File: src/hw/rtl/mtsc_pkg.sv
package mtsc_pkg;

  localparam int unsigned WORD_W = 32;
  localparam int unsigned IDX_W = 10;
  localparam int unsigned STATE_WORDS = 624;
  localparam int unsigned TWIST_OFFSET = 397;
  localparam logic [31:0] TWIST_MATRIX = 32'h9908B0DF;
  localparam logic [15:0] PRIME_RESET = 16'd9999;

  typedef enum logic [1:0] {
    CMD_LOAD  = 2'd0,
    CMD_PRIME = 2'd1,
    CMD_CRYPT = 2'd2,
    CMD_NONE  = 2'd3
  } cmd_t;

  typedef struct packed {
    cmd_t        cmd;
    logic        idx_ok;
    logic [9:0]  seed_index;
    logic [31:0] seed_word;
    logic [7:0]  byte_in;
  } job_t;

  function automatic logic [31:0] temper(input logic [31:0] x);
    logic [31:0] y;
    y = x ^ (x >> 11);
    y = y ^ ((y << 7) & 32'h9D2C5680);
    y = y ^ ((y << 15) & 32'hEFC60000);
    y = y ^ (y >> 18);
    return y;
  endfunction

endpackage

File: src/hw/rtl/mtsc_front.sv
module mtsc_front (
  input  logic           clk,
  input  logic           rst_n,
  input  logic           in_tvalid,
  output logic           in_tready,
  input  logic [1:0]     in_cmd,
  input  logic [9:0]     in_seed_index,
  input  logic [31:0]    in_seed_word,
  input  logic [7:0]     in_byte_in,
  output logic           q_valid,
  input  logic           q_pop,
  output mtsc_pkg::job_t q_job
);

  mtsc_pkg::job_t slot_r [2];
  logic           wp_r, wp_nxt, rp_r, rp_nxt;
  logic [1:0]     cnt_r, cnt_nxt;
  logic           push;
  mtsc_pkg::job_t job;

  assign in_tready = (cnt_r != 2'd2);
  assign push      = in_tvalid && in_tready;
  assign q_valid   = (cnt_r != 2'd0);
  assign q_job     = slot_r[rp_r];

  always_comb begin
    job.cmd        = mtsc_pkg::cmd_t'(in_cmd);
    job.idx_ok     = (in_seed_index < 10'(mtsc_pkg::STATE_WORDS));
    job.seed_index = in_seed_index;
    job.seed_word  = in_seed_word;
    job.byte_in    = in_byte_in;
    wp_nxt  = wp_r ^ push;
    rp_nxt  = rp_r ^ q_pop;
    cnt_nxt = cnt_r + {1'b0, push} - {1'b0, q_pop};
  end

  always_ff @(posedge clk) begin
    if (push) begin
      slot_r[wp_r] <= job;
    end
    if (!rst_n) begin
      wp_r  <= 1'b0;
      rp_r  <= 1'b0;
      cnt_r <= 2'd0;
    end else begin
      wp_r  <= wp_nxt;
      rp_r  <= rp_nxt;
      cnt_r <= cnt_nxt;
    end
  end

endmodule

File: config.mk
export PLATFORM = sky130hd
export DESIGN_NAME = mtsc_front
export DESIGN_NICKNAME = d
export VERILOG_FILES = /design/src/hw/rtl/mtsc_pkg.sv /design/src/hw/rtl/mtsc_front.sv
export SDC_FILE = /design/constraint.sdc
export NUM_CORES = 1
export LEC_CHECK = 0
export BUFFER_PORTS_ARGS = -buffer_cell sky130_fd_sc_hd__clkbuf_2
export CELL_PAD_IN_SITES_DETAIL_PLACEMENT = 0
export CELL_PAD_IN_SITES_GLOBAL_PLACEMENT = 1
export CORE_MARGIN = 2
export CORE_UTILIZATION = 44
export CTS_CLUSTER_DIAMETER = 120
export DETAILED_ROUTE_END_ITERATION = 16
export PLACE_DENSITY_LB_ADDON = 0.1
export SETUP_SLACK_MARGIN = 0.3
export SYNTH_ARGS = -nofsm -noshare
export SYNTH_HDL_FRONTEND = slang
export SYNTH_SLANG_ARGS = --single-unit
File: constraint.sdc
create_clock -name clk -period 3.6 [get_ports clk]
set_clock_uncertainty 0.05 [all_clocks]
set_input_delay 0.18 -clock clk [delete_from_list [all_inputs] [get_ports clk]]
set_output_delay 0.18 -clock clk [all_outputs]
set_load 0.005 [all_outputs]
==> metrics.md <==
| Metric | Value |
|---|---|
| H-tree depth | `3` |
| Number of iterations in the first detailed-routing pass | `4` |
| Fill cells | `approximately 740` |
| Logic depth of the worst register-to-register path | `5` |
| Post-cts repair resize count | `0` |
| Initial core utilization | `44.64%` |
| Cell-internal power | `around 2.1 mW` |
| Largest family of logic cells by synthesized area | `multiplexers` |
| Share of synthesized area spent on multiplexers | `a little under a fifth` |
| Max_cap viols | `0` |
| Clock tree from TritonCTS | `done` |
| Net count of the mapped netlist | `250` |
| Type of element launching the critical path | `flip-flop` |
| GRT overflow | `0` |
| Delay of the slowest cell on the worst path | `1.01 ns` |
| Mapped cell area | `0.004283 sq mm` |
| Pwr/cell area | `around 480 mW/mm^2` |
| Vias in the first global route | `2,310` |
| Wire length per cell | `roughly 14 um` |
| Max-slew violations | `0` |
| Horizontal die dimension | `roughly 100 um` |
| Maximum clock path buffer count | `2` |
| Placer Congestion | `approximately 0.7` |
| Iteration-0 DRC Markers | `38` |
| Core region area | `approximately 0.0096 sq mm` |
| Smallest hold slack | `about 0.059 ns` |
| Start point of the worst hold path | `rst_n` |
| Number of antenna violations at the first check in global routing | `0` |
| Clock-pin slew of the registers on the worst-case setup and hold paths | `roughly 0.090 ns` |
| Port-buffer cells | `110` |
| Worst-path cell chain | `mux2_1 > clkbuf_2` |
| WS Path Type | `flip-flop to output pin` |
| Number of distinct library cells after synthesis | `21` |
| Post-Place Cell Area | `approximately 0.005 sq mm` |
| Fraction of the cycle the final worst path needs | `59.23%` |
| Fin cells | `499` |
| Sequential cell fraction of total power | `between 50% and 60%` |
| Power share of the combinational group | `16.6%` |
| Post-synthesis adder-cell area fraction | `0.5843%` |
| Final-report hold violation count | `0` |
| Overall Global Routing Usage | `approximately 14%` |
| Rows | `36` |
| Setup repair after global routing missed its margin | `false` |
| Highest-delay cell along the critical path | `dfxtp_4` |
| Maximum frequency from static timing analysis | `around 470 MHz` |
| Syn avg cell area | `roughly 22 sq um` |
| # IOs | `around 110` |
| Sw Pwr | `629.2 uW` |
| Rel. slew slack | `33.91%` |
| Final setup slack of the worst path | `around 1.5 ns` |
| Num Clock Sinks | `between 100 and 150` |
| Maximum fanout along the worst path | `53` |
| Path category of the worst min-delay check | `input pin to flip-flop` |
| Critical path's top delay family | `flip-flops` |
| LEAKAGE | `2.271 nW` |
| Num CTS Buffers | `9` |
| Setup TNS Final | `0 ns` |
| Placed cells | `about 430` |
| CP bufs+invs | `1` |
| Final setup viols | `0` |
| Maximum number of pins on one net before global-route repair | `54` |
| Synthesized-area fraction occupied by and/or/nand/nor cells | `1.548%` |
| Synthesis-to-finish area growth | `32.52%` |
| R2r startpoint | `cnt_r[0]` |
| Fraction of registers with async set/reset | `0%` |
| Global-route wire length before repair | `10,810 um` |
| Maximum VDD drop | `0.2506 mV` |
| Placed wire-length estimate | `between 4000 and 5000 um` |
| Hold Path Depth | `2` |
| Critical R2R Capture | `slot_r[0][33]` |
| XOR/XNOR share of the synthesized area | `0.4090%` |
| Pre-CTS setup slack | `1.612 ns` |
| Worst slew pin tran | `roughly 0.99 ns` |
| Residual antenna-violating net count after detailed routing | `0` |
| Arr. time, crit path | `~1.9 ns` |
| Part of the Yosys area used for sequential elements | `76.66%` |
| Root Driver | `clkbuf_8` |
| Number of enable flip-flop cells after synthesis | `about 110` |
| Overall via count from detail_route | `~2,200` |
| Synth warnings | `0` |
| Post-Layout Inst Area | `between 0.005 and 0.006 sq mm` |
| Primary flip-flop cell chosen by synthesis mapping | `edfxtp_1` |
| Reg2Reg Setup Slack | `1.63 ns` |
| Final period demand of the worst path | `roughly 2.1 ns` |
| Clock insertion delay at the later pin of the skew report | `between 0.3 and 0.4 ns` |
| Vias/cell | `approximately 4.5` |
| Required @ worst endpoint | `approximately 3.4 ns` |
| Flip-flop and latch count after synthesis | `around 110` |
| Die Footprint | `between 0.01 and 0.015 sq mm` |
| Die H | `between 100 and 150 um` |
| Routed WL | `approximately 7000 um` |
| # nets final | `420` |
| Fraction of final layout cells sized beyond drive strength 1 | `about half` |
| Run status | `complete, no violations` |
| Post-synthesis cell count | `about 190` |
| Antenna diode count | `0` |
| Fraction of power spent switching nets | `23.22%` |
| Synth Area in Compound Gates | `less than 1%` |
| Total DRC errors in the routed layout | `0` |
| Endpoint kind of the worst setup timing path | `output pin` |
| Clock share of power | `between 20% and 30%` |
[kinds of logic (layout without fill, tap and decap cells)]
family                   Yosys count  after routing
buffers and inverters              8            182
AND/OR/NAND/NOR                   12             12
XOR/XNOR                           2              2
flip-flops                       111            111
adder cells (fa/ha/maj)            2              2
AO/OA/AOI/OAI                      3              3
multiplexers                      54             54
[layout make-up]
cell class / instances / area [sq um] / share of cell area, %
clock buffer: 9 / 123.9 / 2.183
clock inverter: 6 / 46.29 / 0.8157
inverter: 2 / 7.507 / 0.1323
multi-input combinational: 73 / 938.4 / 16.53
sequential: 111 / 3287 / 57.91
tap: 133 / 166.4 / 2.932
timing repair buffer: 165 / 1106 / 19.49
[synth_stat cells, types with 2 or more instances]
cell type  number  area [sq um]
inv_1           2         7.510
mux2_4         50         750.7
edfxtp_1      106          3183
and2_1          3         18.77
mux2_1          3         33.78
nand2_1         3         11.26
nand2b_1        2         12.51
dfxtp_1         5         100.1
buf_6           5         56.30
ha_1            2         25.02
[power groups by stage]
stage	Clock (mW)	Combinational, mW	Sequential, mW
2_1_floorplan	0	0.267	1.62
3_3_place_gp	0	0.411	1.65
3_5_place_dp	0	0.412	1.65
4_1_cts	0.672	0.458	1.62
5_1_grt	0.719	0.493	1.63
6_report	0.641	0.449	1.62
[worst max path at each step]
stage / endpoint / depth (start not counted) / startpoint / slack, ns
6_report: q_job[50] / 2 / flip-flop / 1.47
5_1_grt: q_job[50] / 2 / flip-flop / 1.34
4_1_cts: q_job[50] / 2 / flip-flop / 1.40
3_5_place_dp: slot_r[0][27] / 5 / cnt_r[0] / 1.61
3_3_place_gp: slot_r[0][21] / 5 / cnt_r[0] / 1.66
2_1_floorplan: slot_r[1][0] / 3 / cnt_r[0] / 1.16
[metrics by stage]
step	util (%)	total power, mW
3_3_place_gp	51.96	2.059
6_report	59.15	2.710
4_1_cts	59.15	2.753
5_1_grt	59.15	2.845
3_5_place_dp	51.96	2.065
2_1_floorplan	-	1.883
[what timing repair did]
action,4_1_cts,5_1_grt
hold buffers,52,0
hold endpoints to repair,104,0
endpoints found under the setup margin,0,0
buffers inserted,0,0
[flip-flops by register name, indices dropped and copies added (netlist names), named ones only]
signal and flops:
slot_r 106, cnt_r 2, rp_r 1, wp_r 1
[placed cells by master (no fill, tap or decap)]
cell	instances
xnor2_1	1
or2_1	1
nand2b_1	2
a21oi_1	1
clkbuf_8	9
dfxtp_4	1
buf_4	2
mux2i_1	1
clkinv_1	1
nor3b_1	1
a21bo_1	1
edfxtp_1	106
nand2_1	3
clkinv_4	3
nor2b_1	1
dfxtp_1	4
inv_1	2
clkinvlp_4	1
dlygate4sd3_1	52
xor2_1	1
mux2_4	50
mux2_1	3
nor2_4	1
buf_12	1
clkbuf_2	110
and2_1	3
inv_6	1
ha_1	1
a311o_1	1
ha_2	1
[metal layers]
metal | up-vias | share of wire (%) | track usage, %
met4 | 0 | 0.47 | 4.308
met5 | - | 0 | 0
met1 | 1068 | 44 | 16.92
met3 | 2 | 4.7 | 3.729
li1 | 1085 | - | -
met2 | 69 | 51 | 23.93
Note: power is estimated with default switching activity, not from simulation.
